## config.mk

```make
export PLATFORM = sky130hd
export DESIGN_NAME = midi_clock_generator
export DESIGN_NICKNAME = d
export VERILOG_FILES = /design/src/hdl/midi_clk_pkg.sv /design/src/hdl/midi_clock_generator.sv
export SDC_FILE = /design/constraint.sdc
export NUM_CORES = 1
export LEC_CHECK = 0
export ABC_AREA = 1
export BUFFER_PORTS_ARGS = -buffer_cell sky130_fd_sc_hd__buf_2
export CAP_MARGIN = 10
export CORE_MARGIN = 2
export CORE_UTILIZATION = 55
export CTS_CLUSTER_DIAMETER = 150
export DETAILED_ROUTE_END_ITERATION = 10
export GPL_ROUTABILITY_DRIVEN = 0
export PLACE_DENSITY = 0.73
export SLEW_MARGIN = 20
export SYNTH_ARGS = -nofsm -noshare
export SYNTH_HDL_FRONTEND = slang
export SYNTH_SLANG_ARGS = --single-unit
```

## constraint.sdc

```tcl
create_clock -name clk -period 15.85 [get_ports clk]
set_clock_uncertainty 0.1 [all_clocks]
set_input_delay 3.17 -clock clk [delete_from_list [all_inputs] [get_ports clk]]
set_output_delay 3.17 -clock clk [all_outputs]
set_load 0.005 [all_outputs]
```

## src/hdl/midi_clk_pkg.sv

```systemverilog
// midi_clk_pkg: widths, event codes and sequencer states for the midi beat clock generator
// no dependencies; imported by midi_clock_generator
package midi_clk_pkg;

    localparam int BLOCK_W   = 13;
    localparam int TEMPO_W   = 18;
    localparam int BEAT_W    = 28;
    localparam int RATE_W    = 18;
    localparam int POS_W     = 14;
    localparam int OFFSET_W  = 12;
    localparam int PROD_W    = TEMPO_W + BLOCK_W;
    localparam int DEN_W     = 29;
    localparam int QUOT_W    = 32;
    localparam int ACC_W     = 32;

    localparam logic [RATE_W-1:0]   RATE_RESET = 18'd44100;
    localparam logic [OFFSET_W-1:0] OFFSET_MAX = 12'd4095;

    typedef enum logic [1:0] {
        EV_SONGPOS = 2'd0,
        EV_START   = 2'd1,
        EV_STOP    = 2'd2,
        EV_CLOCK   = 2'd3
    } event_kind_t;

    typedef enum logic [3:0] {
        S_IDLE,
        S_MUL,
        S_DIV,
        S_ACC,
        S_LD2,
        S_DIV2,
        S_SPOS,
        S_START,
        S_STOP,
        S_CLK
    } gen_state_t;

endpackage

```

## src/hdl/midi_clock_generator.sv

```systemverilog
// midi_clock_generator: 24 ppqn midi beat clock, song position, start and stop per audio block
// depends on midi_clk_pkg
//
// usage: one word on the input channel describes an audio block (length, playing flag, tempo,
// beat position). the block answers with zero or more event words on the output channel:
// song position then start when the transport starts, stop when it stops, then the clock
// pulses of the block with their sample offsets. last_event marks the final word of a block.
// sample_rate is written through cfg_we / cfg_wdata while the block is idle; the user must
// keep to this, as the block itself leaves it unenforced. in_ready is high only in the idle
// state. after an accepted word there is a multiply state, then the shared restoring divider
// (one quotient bit per cycle), an accumulate state, and when pulses are due a load state
// and another divider pass to get the pulse spacing. event words then go out one per cycle
// while the receiver takes them. the next word is accepted only once the final event word
// of the block has been issued.
// the output word sits in a register: a stalled receiver holds it and stalls only event
// emission; the next input word can be taken while the final word of a block still waits.
// reset clears the transport flag, the pulse accumulator and sample_rate to 44100.
module midi_clock_generator
    import midi_clk_pkg::*;
#(
    parameter int MAX_PULSES        = 62,
    parameter int ACC_FRACTION_BITS = 24
)
(
    input  logic                clk,
    input  logic                rst_n,
    input  logic                cfg_we,
    input  logic [RATE_W-1:0]   cfg_wdata,
    input  logic                in_valid,
    output logic                in_ready,
    input  logic [BLOCK_W-1:0]  block_samples,
    input  logic                transport_playing,
    input  logic [TEMPO_W-1:0]  tempo_q8,
    input  logic [BEAT_W-1:0]   beat_position_q16,
    output logic                out_valid,
    input  logic                out_ready,
    output logic [1:0]          event_kind,
    output logic [POS_W-1:0]    song_position,
    output logic [OFFSET_W-1:0] sample_offset,
    output logic                last_event
);

    localparam int NUM_W = PROD_W + ACC_FRACTION_BITS + 1;
    localparam int CNT_W = $clog2(NUM_W + 1);
    localparam int PW    = $clog2(MAX_PULSES + 1);

    gen_state_t state_reg, state_next;

    logic [RATE_W-1:0]   sample_rate_reg, sample_rate_next;
    logic                was_playing_reg, was_playing_next;
    logic [ACC_W-1:0]    acc_reg, acc_next;

    logic [BLOCK_W-1:0]  n_reg, n_next;
    logic [TEMPO_W-1:0]  tempo_reg, tempo_next;
    logic [POS_W-1:0]    spos_reg, spos_next;
    logic                playing_reg, playing_next;
    logic                rise_reg, rise_next;
    logic                fall_reg, fall_next;

    logic [NUM_W-1:0]    num_reg, num_next;
    logic [DEN_W-1:0]    den_reg, den_next;
    logic [DEN_W-1:0]    rem_reg, rem_next;
    logic [QUOT_W-1:0]   q_reg, q_next;
    logic                ovf_reg, ovf_next;
    logic [CNT_W-1:0]    cnt_reg, cnt_next;

    logic [PW-1:0]       whole_reg, whole_next;
    logic [PW-1:0]       pcnt_reg, pcnt_next;
    logic [PW-1:0]       frac_reg, frac_next;
    logic [BLOCK_W-1:0]  off_reg, off_next;

    logic                out_valid_reg, out_valid_next;
    logic [1:0]          event_kind_reg, event_kind_next;
    logic [POS_W-1:0]    song_position_reg, song_position_next;
    logic [OFFSET_W-1:0] sample_offset_reg, sample_offset_next;
    logic                last_event_reg, last_event_next;

    logic                in_fire;
    logic                slot_free;
    logic                div_active;
    logic                div_done;
    logic [DEN_W:0]      trial;
    logic                trial_ge;
    logic [DEN_W:0]      trial_diff;
    logic [RATE_W-1:0]   rate_eff;
    logic [PROD_W-1:0]   product;
    logic [ACC_W:0]      acc_sum;
    logic [ACC_W-1:0]    acc_sat;
    logic [ACC_W-1:0]    whole_raw;
    logic [PW-1:0]       whole_cap;
    logic                clk_last;
    logic [PW:0]         frac_sum;
    logic                frac_wrap;
    logic                hdr_last;
    gen_state_t          emit_entry;

    assign in_ready   = (state_reg == S_IDLE);
    assign in_fire    = in_valid && in_ready;
    assign slot_free  = !out_valid_reg || out_ready;
    assign div_active = (state_reg == S_DIV) || (state_reg == S_DIV2);
    assign div_done   = (cnt_reg == CNT_W'(1));

    // shared restoring divider step
    assign trial      = {rem_reg, num_reg[NUM_W-1]};
    assign trial_ge   = (trial >= {1'b0, den_reg});
    assign trial_diff = trial - {1'b0, den_reg};

    assign rate_eff = (sample_rate_reg == '0) ? RATE_W'(1) : sample_rate_reg;
    assign product  = PROD_W'(tempo_reg) * PROD_W'(n_reg);

    assign acc_sum   = {1'b0, acc_reg} + {1'b0, q_reg};
    assign acc_sat   = (ovf_reg || acc_sum[ACC_W]) ? '1 : acc_sum[ACC_W-1:0];
    assign whole_raw = acc_sat >> ACC_FRACTION_BITS;
    assign whole_cap = (whole_raw > ACC_W'(MAX_PULSES)) ? PW'(MAX_PULSES) : whole_raw[PW-1:0];

    assign clk_last  = (pcnt_reg == whole_reg - PW'(1));
    assign frac_sum  = {1'b0, frac_reg} + {1'b0, rem_reg[PW-1:0]};
    assign frac_wrap = (frac_sum >= {1'b0, whole_reg});
    assign hdr_last  = (whole_reg == '0);

    always_comb
    begin
        if (rise_reg)
            emit_entry = S_SPOS;
        else if (fall_reg)
            emit_entry = S_STOP;
        else if (whole_reg != '0)
            emit_entry = S_CLK;
        else
            emit_entry = S_IDLE;
    end

    // next state
    always_comb
    begin
        state_next = state_reg;
        case (state_reg)
            S_IDLE:
            begin
                if (in_fire)
                    state_next = S_MUL;
            end
            S_MUL:
                state_next = S_DIV;
            S_DIV:
            begin
                if (div_done)
                    state_next = S_ACC;
            end
            S_ACC:
            begin
                if (playing_reg && whole_cap != '0)
                    state_next = S_LD2;
                else if (rise_reg)
                    state_next = S_SPOS;
                else if (fall_reg)
                    state_next = S_STOP;
                else
                    state_next = S_IDLE;
            end
            S_LD2:
                state_next = S_DIV2;
            S_DIV2:
            begin
                if (div_done)
                    state_next = emit_entry;
            end
            S_SPOS:
            begin
                if (slot_free)
                    state_next = S_START;
            end
            S_START, S_STOP:
            begin
                if (slot_free)
                    state_next = hdr_last ? S_IDLE : S_CLK;
            end
            S_CLK:
            begin
                if (slot_free && clk_last)
                    state_next = S_IDLE;
            end
            default:
                state_next = S_IDLE;
        endcase
    end

    // datapath and outputs
    always_comb
    begin
        sample_rate_next   = cfg_we ? cfg_wdata : sample_rate_reg;
        was_playing_next   = was_playing_reg;
        acc_next           = acc_reg;
        n_next             = n_reg;
        tempo_next         = tempo_reg;
        spos_next          = spos_reg;
        playing_next       = playing_reg;
        rise_next          = rise_reg;
        fall_next          = fall_reg;
        num_next           = num_reg;
        den_next           = den_reg;
        rem_next           = rem_reg;
        q_next             = q_reg;
        ovf_next           = ovf_reg;
        cnt_next           = cnt_reg;
        whole_next         = whole_reg;
        pcnt_next          = pcnt_reg;
        frac_next          = frac_reg;
        off_next           = off_reg;
        out_valid_next     = out_ready ? 1'b0 : out_valid_reg;
        event_kind_next    = event_kind_reg;
        song_position_next = song_position_reg;
        sample_offset_next = sample_offset_reg;
        last_event_next    = last_event_reg;

        if (div_active)
        begin
            rem_next = trial_ge ? trial_diff[DEN_W-1:0] : trial[DEN_W-1:0];
            num_next = num_reg << 1;
            q_next   = {q_reg[QUOT_W-2:0], trial_ge};
            ovf_next = ovf_reg || q_reg[QUOT_W-1];
            cnt_next = cnt_reg - CNT_W'(1);
        end

        case (state_reg)
            S_IDLE:
            begin
                if (in_fire)
                begin
                    n_next           = block_samples;
                    tempo_next       = tempo_q8;
                    spos_next        = beat_position_q16[BEAT_W-1 -: POS_W];
                    playing_next     = transport_playing;
                    rise_next        = transport_playing && !was_playing_reg;
                    fall_next        = !transport_playing && was_playing_reg;
                    was_playing_next = transport_playing;
                    whole_next       = '0;
                    if (transport_playing != was_playing_reg)
                        acc_next = '0;
                end
            end
            S_MUL:
            begin
                num_next = {product, (NUM_W - PROD_W)'(0)};
                den_next = DEN_W'({rate_eff, 10'd0}) + DEN_W'({rate_eff, 8'd0});
                rem_next = '0;
                q_next   = '0;
                ovf_next = 1'b0;
                cnt_next = CNT_W'(NUM_W);
            end
            S_ACC:
            begin
                if (playing_reg)
                begin
                    whole_next = whole_cap;
                    acc_next   = acc_sat - (ACC_W'(whole_cap) << ACC_FRACTION_BITS);
                end
            end
            S_LD2:
            begin
                num_next  = {n_reg, (NUM_W - BLOCK_W)'(0)};
                den_next  = DEN_W'(whole_reg);
                rem_next  = '0;
                q_next    = '0;
                ovf_next  = 1'b0;
                cnt_next  = CNT_W'(BLOCK_W);
                pcnt_next = '0;
                frac_next = '0;
                off_next  = '0;
            end
            S_SPOS:
            begin
                if (slot_free)
                begin
                    out_valid_next     = 1'b1;
                    event_kind_next    = EV_SONGPOS;
                    song_position_next = spos_reg;
                    sample_offset_next = '0;
                    last_event_next    = 1'b0;
                end
            end
            S_START, S_STOP:
            begin
                if (slot_free)
                begin
                    out_valid_next     = 1'b1;
                    event_kind_next    = (state_reg == S_START) ? EV_START : EV_STOP;
                    song_position_next = '0;
                    sample_offset_next = '0;
                    last_event_next    = hdr_last;
                end
            end
            S_CLK:
            begin
                if (slot_free)
                begin
                    out_valid_next     = 1'b1;
                    event_kind_next    = EV_CLOCK;
                    song_position_next = '0;
                    sample_offset_next = off_reg[BLOCK_W-1] ? OFFSET_MAX
                                                            : off_reg[OFFSET_W-1:0];
                    last_event_next    = clk_last;
                    pcnt_next          = pcnt_reg + PW'(1);
                    // step offset by n/whole, carrying the remainder
                    frac_next = frac_wrap ? PW'(frac_sum - {1'b0, whole_reg}) : frac_sum[PW-1:0];
                    off_next  = off_reg + q_reg[BLOCK_W-1:0] + BLOCK_W'(frac_wrap);
                end
            end
            default:
            begin
            end
        endcase
    end

    always_ff @(posedge clk or negedge rst_n)
    begin
        if (!rst_n)
        begin
            state_reg       <= S_IDLE;
            sample_rate_reg <= RATE_RESET;
            was_playing_reg <= 1'b0;
            acc_reg         <= '0;
            out_valid_reg   <= 1'b0;
        end
        else
        begin
            state_reg       <= state_next;
            sample_rate_reg <= sample_rate_next;
            was_playing_reg <= was_playing_next;
            acc_reg         <= acc_next;
            out_valid_reg   <= out_valid_next;
        end
    end

    always_ff @(posedge clk)
    begin
        n_reg             <= n_next;
        tempo_reg         <= tempo_next;
        spos_reg          <= spos_next;
        playing_reg       <= playing_next;
        rise_reg          <= rise_next;
        fall_reg          <= fall_next;
        num_reg           <= num_next;
        den_reg           <= den_next;
        rem_reg           <= rem_next;
        q_reg             <= q_next;
        ovf_reg           <= ovf_next;
        cnt_reg           <= cnt_next;
        whole_reg         <= whole_next;
        pcnt_reg          <= pcnt_next;
        frac_reg          <= frac_next;
        off_reg           <= off_next;
        event_kind_reg    <= event_kind_next;
        song_position_reg <= song_position_next;
        sample_offset_reg <= sample_offset_next;
        last_event_reg    <= last_event_next;
    end

    assign out_valid     = out_valid_reg;
    assign event_kind    = event_kind_reg;
    assign song_position = song_position_reg;
    assign sample_offset = sample_offset_reg;
    assign last_event    = last_event_reg;

    // divider remainder stays below the divisor
    a_div_rem: assert property (@(posedge clk) disable iff (!rst_n)
        div_active |-> (rem_reg < den_reg))
        else $error("divider remainder out of range");

    // pulse counter and spacing remainder stay below the pulse count
    a_clk_count: assert property (@(posedge clk) disable iff (!rst_n)
        (state_reg == S_CLK) |-> ((pcnt_reg < whole_reg) && (frac_reg < whole_reg)))
        else $error("clock pulse counter out of range");

    // pulse offsets never pass the block length
    a_clk_offset: assert property (@(posedge clk) disable iff (!rst_n)
        (state_reg == S_CLK) |-> (off_reg <= n_reg))
        else $error("clock pulse offset beyond block");

    // the final word of a block leaves the sequencer idle
    a_last_idle: assert property (@(posedge clk) disable iff (!rst_n)
        (slot_free && ((state_reg == S_CLK && clk_last)
                       || ((state_reg == S_START || state_reg == S_STOP) && hdr_last)))
        |=> (state_reg == S_IDLE) && out_valid_reg && last_event_reg)
        else $error("final event did not end the block");

endmodule

```

==> impl_results.md, run 1 <==
* Pleak at 13.63 nW
* Synth unique cells at 65
* Slew HR at 0.3490
* Total track usage at 0.2463
* Avg WL per Cell at approximately 15 microns
* Die height at 215.3 microns
* Crit Path Max Fanout at 19
* Clk slew on worst S/H paths at 60 ps
* CP arrival at 6390 ps
* Final Net Count at 3566
* PortBufs at 99
* Pwr dens at 111.5 nW/um^2
* ANT nets after route at 0
* Synth warnings at 0
* Initial Util at 0.5565
* Die ar. at between 40000 and 50000 sq um
* Fmax at approximately 160 MHz
* Slew Viols, Final at 0
* GR Util met1 at 0.3281
* GR Layer Usage met2 at 0.4189
* Drt initial violations at 1582
* Most frequent cells in the layout: nand2_1, inv_1, nor2_1
* Vias in the first global route at about 20000
* CTS sink count at 290
* Multi-input logic area at approximately 14000 sq um
* Slowest cell on crit path: edfxtp_1
* M3 GR Usage at 0.03935
* Post-cts sizing count at 0
* Initial antenna violation count at 1
* CP Cell Sequence: nand2_1 > fa_1 > fa_1 > inv_1 > fa_1 > fa_1 > inv_1 > fa_1 > inv_1 > ha_1 > a21oi_1 > inv_1 > o21ai_0 > o211ai_1 > nand2_1 > nand3_1 > nand4_1 > o211ai_1 > or2_2 > nand3_1 > nand3_1
* Worst Tran Pin Value at 972.9 ps
* Core ar. at approximately 44000 sq um
* CP most frequent cell: fa_1
* Crit Path Class: reg -> reg
* Drt total wl at 56330 microns
* TritonRoute pass-1 iters at 5
* Postcts setup bufs at 0
* GR Overflow Total at 0
* Outcome: finished, final reports clean
* Global route hottest layer: met2
* Post-Syn Area at 24550 sq um
* Slowest stage delay, CP at 890 ps
* Via density at 5.363
* Area Growth Syn to Fin at 8.780%
* Fin crit period at 6189 ps
* CP endpoint kind: flip-flop
* Final hold violations at 0
* CTS root buf: clkbuf_16
* Dpl cells at roughly 3700
* Setup TNS at 0 ps
* CTS tree: built
* Maxcap violations at 0
* Max Buffers Root-to-Sink at 3
* First-pass GRT wire length at 94390 microns
* Clock buffer count from CTS at 35
* CP startpoint kind: flip-flop
* Syn nets at 3519
* CTS Hold Bufs at 0
* Die W at about 220 microns
* #FFs+latches synth at 290
* Layout fillers at 3922
* CP top delay family: adder cells
* Detailed placer's ending HPWL at 42600 microns
* # setup viols final at 0
* Most common cell after layout, fill and taps aside: nand2_1
* Clk_lat worst skew at 550 ps
* Seq/Total Area, Yosys at 0.3183
* Row count at 77
* Worst min path class: reg -> reg
* Tcrit/Tclk final at 0.3905
* H-tree depth at 2
* Largest net degree at the start of global routing at slightly below 70
* Fraction of layout cells with a size suffix above 1 at 0.07851
* Avg Cell Area, Syn at 7.993 sq um
* WP buf/inv at 4
* Register area at between 7000 and 8000 sq um
* I/O Pins at 114
* RSZ-0062 raised after global routing: no
* Req. time, crit path at 16050 ps
* Post-Syn Instances at 3072
* Non-filler cells, final at about 3700
* DR DRC count at 0
* Worst ir drop on vdd at roughly 90 uV
* Total number of vias at 20050
## final cells by class
cell class	instances	area share
antenna	1	0.00009369
clock buffer	52	0.03944
clock inverter	12	0.004684
inverter	650	0.09134
multi-input combinational	2031	0.5217
sequential	290	0.2926
tap	592	0.02773
timing repair buffer	111	0.02239
## path summary, 6_finish.rpt
check,start,end,slack [ps],cells past startpoint
max in group asynchronous,rst_n,sample_rate_reg[16],12420,2
setup / recovery,n_reg[6],num_reg[55],9660,21
min in group asynchronous,rst_n,acc_reg[19],2700,2
hold reg to reg,ovf_reg,ovf_reg,380,2
setup reg to reg,n_reg[6],num_reg[55],9660,21
hold / removal,ovf_reg,ovf_reg,380,2
## power breakdown
group          internal, mW  switching (mW)  leakage, nW
sequential            0.886          0.0697         2.71
combinational         0.457           0.758         10.4
clock                 0.482           0.324        0.565
## metal layers
metal | part of all wire | routed length (microns)
met5 | 0 | 0
met4 | 0.022 | 1244
met3 | 0.060 | 3360
met2 | 0.48 | 27170
met1 | 0.44 | 24550
## per-stage QoR
stage          total power [mW]  cell area (sq um)  setup slack (ps)  hold slack (ps)  utilization
2_1_floorplan             1.908              24550             10010            337.4            -
3_3_place_gp              2.121              25510              9849            355.7       0.5781
5_1_grt                   3.192              26710              9303            406.0       0.6053
3_5_place_dp              2.159              25510              9726            362.4       0.5781
4_1_cts                   2.979              26690              9710            375.7       0.6048
6_report                  2.977              26710              9661            380.8       0.6053
## logic make-up after synthesis
kind of cell | Yosys count | synth area share
AND/OR/NAND/NOR | 1118 | 0.1875
buffers and inverters | 751 | 0.1153
AO/OA/AOI/OAI | 471 | 0.1089
adder cells (fa/ha/maj) | 364 | 0.2414
flip-flops | 290 | 0.3183
XOR/XNOR | 67 | 0.02390
multiplexers | 10 | 0.004586
other | 1 | 0.0001527
## cell usage after synthesis, drive strengths merged
cell / instances / share of area
mux2: 10 / 0.0046
o31ai: 1 / 0.00031
ha: 181 / 0.092
clkbuf: 89 / 0.014
a22oi: 1 / 0.00031
conb: 1 / 0.00015
nand4: 9 / 0.0023
and2: 3 / 0.00087
fa: 183 / 0.15
a211oi: 10 / 0.0031
a32o: 4 / 0.0016
o2111ai: 1 / 0.00036
nand2: 737 / 0.11
clkinv: 2 / 0.00031
nor2: 231 / 0.037
o21a: 6 / 0.0018
nand3: 85 / 0.019
nor4: 10 / 0.0025
xor2: 37 / 0.013
nand3b: 2 / 0.00061
o211ai: 13 / 0.0040
a31oi: 16 / 0.0041
xnor2: 30 / 0.011
nor3: 25 / 0.0056
o21bai: 12 / 0.0037
a21oi: 171 / 0.035
inv: 648 / 0.099
o2111a: 1 / 0.00046
o221a: 1 / 0.00046
buf: 12 / 0.0023
o21ai: 176 / 0.036
a22o: 5 / 0.0018
a221oi: 2 / 0.00071
a31o: 4 / 0.0014
edfxtp: 172 / 0.21
or2: 14 / 0.0037
dfstp: 6 / 0.0064
o22ai: 33 / 0.0084
a21boi: 4 / 0.0014
nor3b: 2 / 0.00082
dfrtp: 50 / 0.051
a21o: 10 / 0.0031
dfxtp: 62 / 0.051
## tightest hold or removal path, delay by kind of cell (launching register included)
family / cells / cell delay, ps
AO/OA/AOI/OAI: 1 / 40
flip-flops: 1 / 330
AND/OR/NAND/NOR: 1 / 70
No activity file was read; power rests on OpenSTA's default activity.
==> run 2: changes to the inputs <==
==> constraint.sdc (replaced) <==
create_clock -name clk -period 6.02 [get_ports clk]
set_clock_uncertainty 0.1 [all_clocks]
set_input_delay 1.204 -clock clk [delete_from_list [all_inputs] [get_ports clk]]
set_output_delay 1.204 -clock clk [all_outputs]
set_load 0.005 [all_outputs]
==> impl_results.md, run 2 (synthesis gave the netlist of run 1 again) <==
* Fraction of layout cells with a size suffix above 1 at 0.09997
* CP startpoint kind: flip-flop
* Pleak at 13.92 nW
* Drt total wl at 57320 microns
* Worst Tran Pin Value at 970.6 ps
* Clk slew on worst S/H paths at roughly 60 ps
* CTS tree: built
* ANT nets after route at 0
* Crit Path Class: reg -> reg
* # setup viols final at 0
* Slew Viols, Final at 0
* Detailed placer's ending HPWL at 44130 microns
* Tcrit/Tclk final at 0.9663
* Avg WL per Cell at 15.07 microns
* Worst ir drop on vdd at 221.0 uV
* Worst setup margin at 203.1 ps
* CP endpoint kind: flip-flop
* Total track usage at 0.2524
* Hold slack at 383.3 ps
* Core ar. at 44120 sq um
* Drt initial violations at 1443
* Setup TNS at 0 ps
* CP arrival at 6010 ps
* Non-filler cells, final at 3804
* Final hold violations at 0
* TritonRoute pass-1 iters at 6
* Placed inst area at 25780 sq um
* Initial Util at 0.5565
* Slowest stage delay, CP at between 500 and 600 ps
* Vias in the first global route at approximately 20000
* Clock buffer count from CTS at 34
* First-pass GRT wire length at 96760 microns
* I/O Pins at 114
* Largest net degree at the start of global routing at between 50 and 60
* CTS Hold Bufs at 0
* H-tree depth at 2
* Clk_lat worst skew at 560 ps
* Row count at 77
* Maxcap violations at 0
* Die height at between 200 and 250 microns
* Req. time, crit path at 6220 ps
* CTS root buf: clkbuf_16
* Initial antenna violation count at 1
* PortBufs at 99
* Total number of vias at approximately 20000
* CP most frequent cell: nand2_1
* Max Buffers Root-to-Sink at 3
* Die W at around 220 microns
* CTS sink count at 290
* Slew HR at 0.3505
* Most common cell after layout, fill and taps aside: nand2_1
* DR DRC count at 0
* Area Growth Syn to Fin at 10.74%
* Die ar. at approximately 46000 sq um
* Dpl cells at 3709
* Final Net Count at 3632
* Crit Path Max Fanout at 9
* Outcome: finished, final reports clean
* GR Overflow Total at 0
* Worst min path class: reg -> reg
* Pwr dens at between 200 and 300 nW/um^2
* Placement Setup Slack at 113.1 ps
* Fin crit period at roughly 5800 ps
* Design area at 27190 sq um
* Via density at ~5.3
* Most frequent cells in the layout: nand2_1, inv_1, nor2_1
* Fmax at 171.9 MHz
* Slowest cell on crit path: fa_1
run 2: cell types whose count changed in the layout (fill, tap and decap cells not counted), moves of 4 or more:
cell	delta
clkbuf_16	-4
a21oi_2	+4
clkbuf_8	-4
buf_12	+4
buf_4	+63
a21oi_1	-4
clkinv_2	+6
run 2: worst paths after layout:
kind / cells past startpoint / slack, ps / to / start
hold / removal: 2 / 380 / acc_reg[17] / acc_reg[17]
max in group asynchronous: 2 / 4600 / state_reg[0] / rst_n
setup / recovery: 28 / 200 / num_reg[54] / n_reg[3]
hold reg to reg: 2 / 380 / acc_reg[17] / acc_reg[17]
min in group asynchronous: 2 / 710 / acc_reg[16] / rst_n
setup reg to reg: 28 / 200 / num_reg[54] / n_reg[3]
run 2: cell type report:
cell class                 count  area (sq um)
antenna                        1         2.502
clock buffer                  42         890.9
clock inverter                20         177.7
fill                        3849         16930
inverter                     650          2440
multi-input combinational   2031         13970
sequential                   290          7815
tap                          592         740.7
timing repair buffer         178          1151
run 2: power breakdown:
part	switching (mW)	internal, mW
clock	0.861	1.11
combinational	2.01	1.20
sequential	0.188	2.33
run 2: what timing repair did:
item / 4_1_cts / 5_1_grt
resized for setup: 0 / 10
buffers inserted: 0 / 32
setup endpoints to repair: 0 / 7
run 2: critical path: cells and delay by family (launching register included):
kind                       cells  cell delay (ps)
adders and majority gates      6             2930
and+or+nand+nor               12              850
AOI/OAI and AO/OA              3              620
buffers and inverters          7              580
DFF                            1              480
run 2: routing by layer:
metal,GRT usage,vias to the layer above,share of wire
li1,-,9882,-
met4,0.07609,0,0.026
met5,0,-,0
met2,0.4243,600,0.48
met1,0.3380,9607,0.44
met3,0.03878,111,0.057
run 2: through the flow:
stage / total power [mW] / util
6_report: 7.706 / 0.6163
5_1_grt: 8.311 / 0.6162
4_1_cts: 7.706 / 0.6085
3_5_place_dp: 5.694 / 0.5842
3_3_place_gp: 5.579 / 0.5842
2_1_floorplan: 5.024 / -
==> run 3: changes to the inputs <==
--- a/config.mk
+++ b/config.mk
@@ -13,6 +13,7 @@
 export CTS_CLUSTER_DIAMETER = 150
 export DETAILED_ROUTE_END_ITERATION = 10
 export GPL_ROUTABILITY_DRIVEN = 0
+export MAX_ROUTING_LAYER = met4
 export PLACE_DENSITY = 0.73
 export SLEW_MARGIN = 20
 export SYNTH_ARGS = -nofsm -noshare
==> impl_results.md, run 3 (synthesis gave the netlist of run 1 again) <==
* Tcrit/Tclk final at 0.9667
* Maxcap violations at 0
* First-pass GRT wire length at 96740 microns
* Slew HR at 0.3388
* Worst reg-to-reg setup slack at 200 ps
* Clock buffer count from CTS at 34
* Most common cell after layout, fill and taps aside: nand2_1
* Crit Path Class: reg -> reg
* Outcome: finished, final reports clean
* PortBufs at 99
* Most frequent cells in the layout: nand2_1, inv_1, nor2_1
* Fin crit period at 5820 ps
* Layout fillers at 3849
* Pleak at 13.92 nW
* Worst Hold End: acc_reg[17]
* Via density at between 5 and 6
* Reg2reg start: n_reg[3]
* DR DRC count at 0
* Placed inst area at 25780 sq um
* Non-filler cells, final at 3804
* Total track usage at 0.2602
* Max Buffers Root-to-Sink at 3
* Die ar. at between 40000 and 50000 sq um
* Min-delay src: acc_reg[17]
* Drt total wl at 57250 microns
* Fmax at between 150 and 200 MHz
* CP arrival at between 6000 and 7000 ps
* GR Overflow Total at 0
* Avg WL per Cell at roughly 15 microns
* Fraction of layout cells with a size suffix above 1 at 0.09997
* Die W at between 200 and 250 microns
* ANT nets after route at 0
* Final hold violations at 0
* Crit Reg-Reg Endpoint: num_reg[54]
* TritonRoute pass-1 iters at 5
* Req. time, crit path at ~6200 ps
* Clk slew on worst S/H paths at 60 ps
* Dpl cells at 3709
* Largest net degree at the start of global routing at 57
* Clk_lat worst skew at between 500 and 600 ps
* WP buf/inv at 7
* I/O Pins at 114
* Core ar. at between 40000 and 50000 sq um
* Pwr dens at 283.4 nW/um^2
* CTS Hold Bufs at 0
* Crit Path Max Fanout at 9
* Slowest stage delay, CP at approximately 540 ps
* # setup viols final at 0
* Worst ir drop on vdd at around 220 uV
* Slowest cell on crit path: fa_1
* Slew Viols, Final at 0
* Design area at 27190 sq um
* CTS sink count at 290
* Total number of vias at 20230
* CP top delay family: adder cells
* Row count at 77
* Hold Path Depth at 2
* Vias in the first global route at between 20000 and 25000
* Final Net Count at about 3600
* Area Growth Syn to Fin at 10.74%
* Detailed placer's ending HPWL at 44130 microns
* CP endpoint kind: flip-flop
* Reg2Reg Depth at 28
* Die height at about 220 microns
* Initial Util at 0.5565
* Worst Tran Pin Value at a little under 1000 ps
* CTS tree: built
* H-tree depth at 2
* Worst min path class: reg -> reg
* CTS root buf: clkbuf_16
* Drt initial violations at between 1000 and 1500
* Initial antenna violation count at 1
* CP most frequent cell: nand2_1
* CP startpoint kind: flip-flop
* Hold slack at 383.4 ps
## run 3: cell counts in the layout (fill, tap and decap cells not counted)
No cell type changed its count.
## run 3: repair_timing
item / in CTS / in global routing
gates resized for setup: 0 / 10
buffers inserted: 0 / 32
setup endpoints to repair: 0 / 7
## run 3: power breakdown
part           switching [mW]  total, mW  leakage, nW  internal (mW)
combinational            2.01       3.21         10.7           1.20
sequential              0.188       2.52         2.71           2.33
clock                   0.862       1.98        0.516           1.11
total                    3.06       7.71         13.9           4.65
## run 3: worst max-delay path by stage
stage,startpoint,endpoint,cells after the start
floorplan,n_reg[9],num_reg[55],23
global placement,n_reg[9],num_reg[54],26
detailed placement,n_reg[9],num_reg[54],26
CTS,n_reg[9],num_reg[54],26
global route,n_reg[3],num_reg[54],28
finish,n_reg[3],num_reg[54],28
## run 3: through the flow
step / power [mW] / util / setup TNS (ps) / setup slack, ps
final: 7.707 / 0.6163 / 0 / 200.5
after global routing: 8.311 / 0.6163 / -26.29 / -22.05
after CTS: 7.706 / 0.6085 / 0 / 137.0
after detailed placement: 5.694 / 0.5842 / 0 / 113.1
after global placement: 5.579 / 0.5842 / 0 / 223.5
after floorplan: 5.024 / - / 0 / 428.0
## run 3: final cells by class
class	instances	area, sq um	share of cell area
Multi-Input combinational cell	2031	13970	0.5139
Clock inverter	20	177.7	0.006534
Tap cell	592	740.7	0.02724
Timing Repair Buffer	178	1151	0.04233
Antenna cell	1	2.502	0.00009203
Inverter	650	2440	0.08973
Clock buffer	42	890.9	0.03276
Sequential cell	290	7815	0.2874
## run 3: metal layers
layer / share of wire / GRT usage / up-vias
li1: - / - / 9880
met1: 0.44 / 0.3379 / 9640
met2: 0.48 / 0.4245 / 597
met3: 0.059 / 0.03892 / 110
met4: 0.024 / 0.07609 / 0
met5: 0 / - / -
## run 3: tightest hold or removal path: stages, from the launching register on
cell     delay (ps)
dfrtp_1         340
nand2_1          50
nand2_1          60
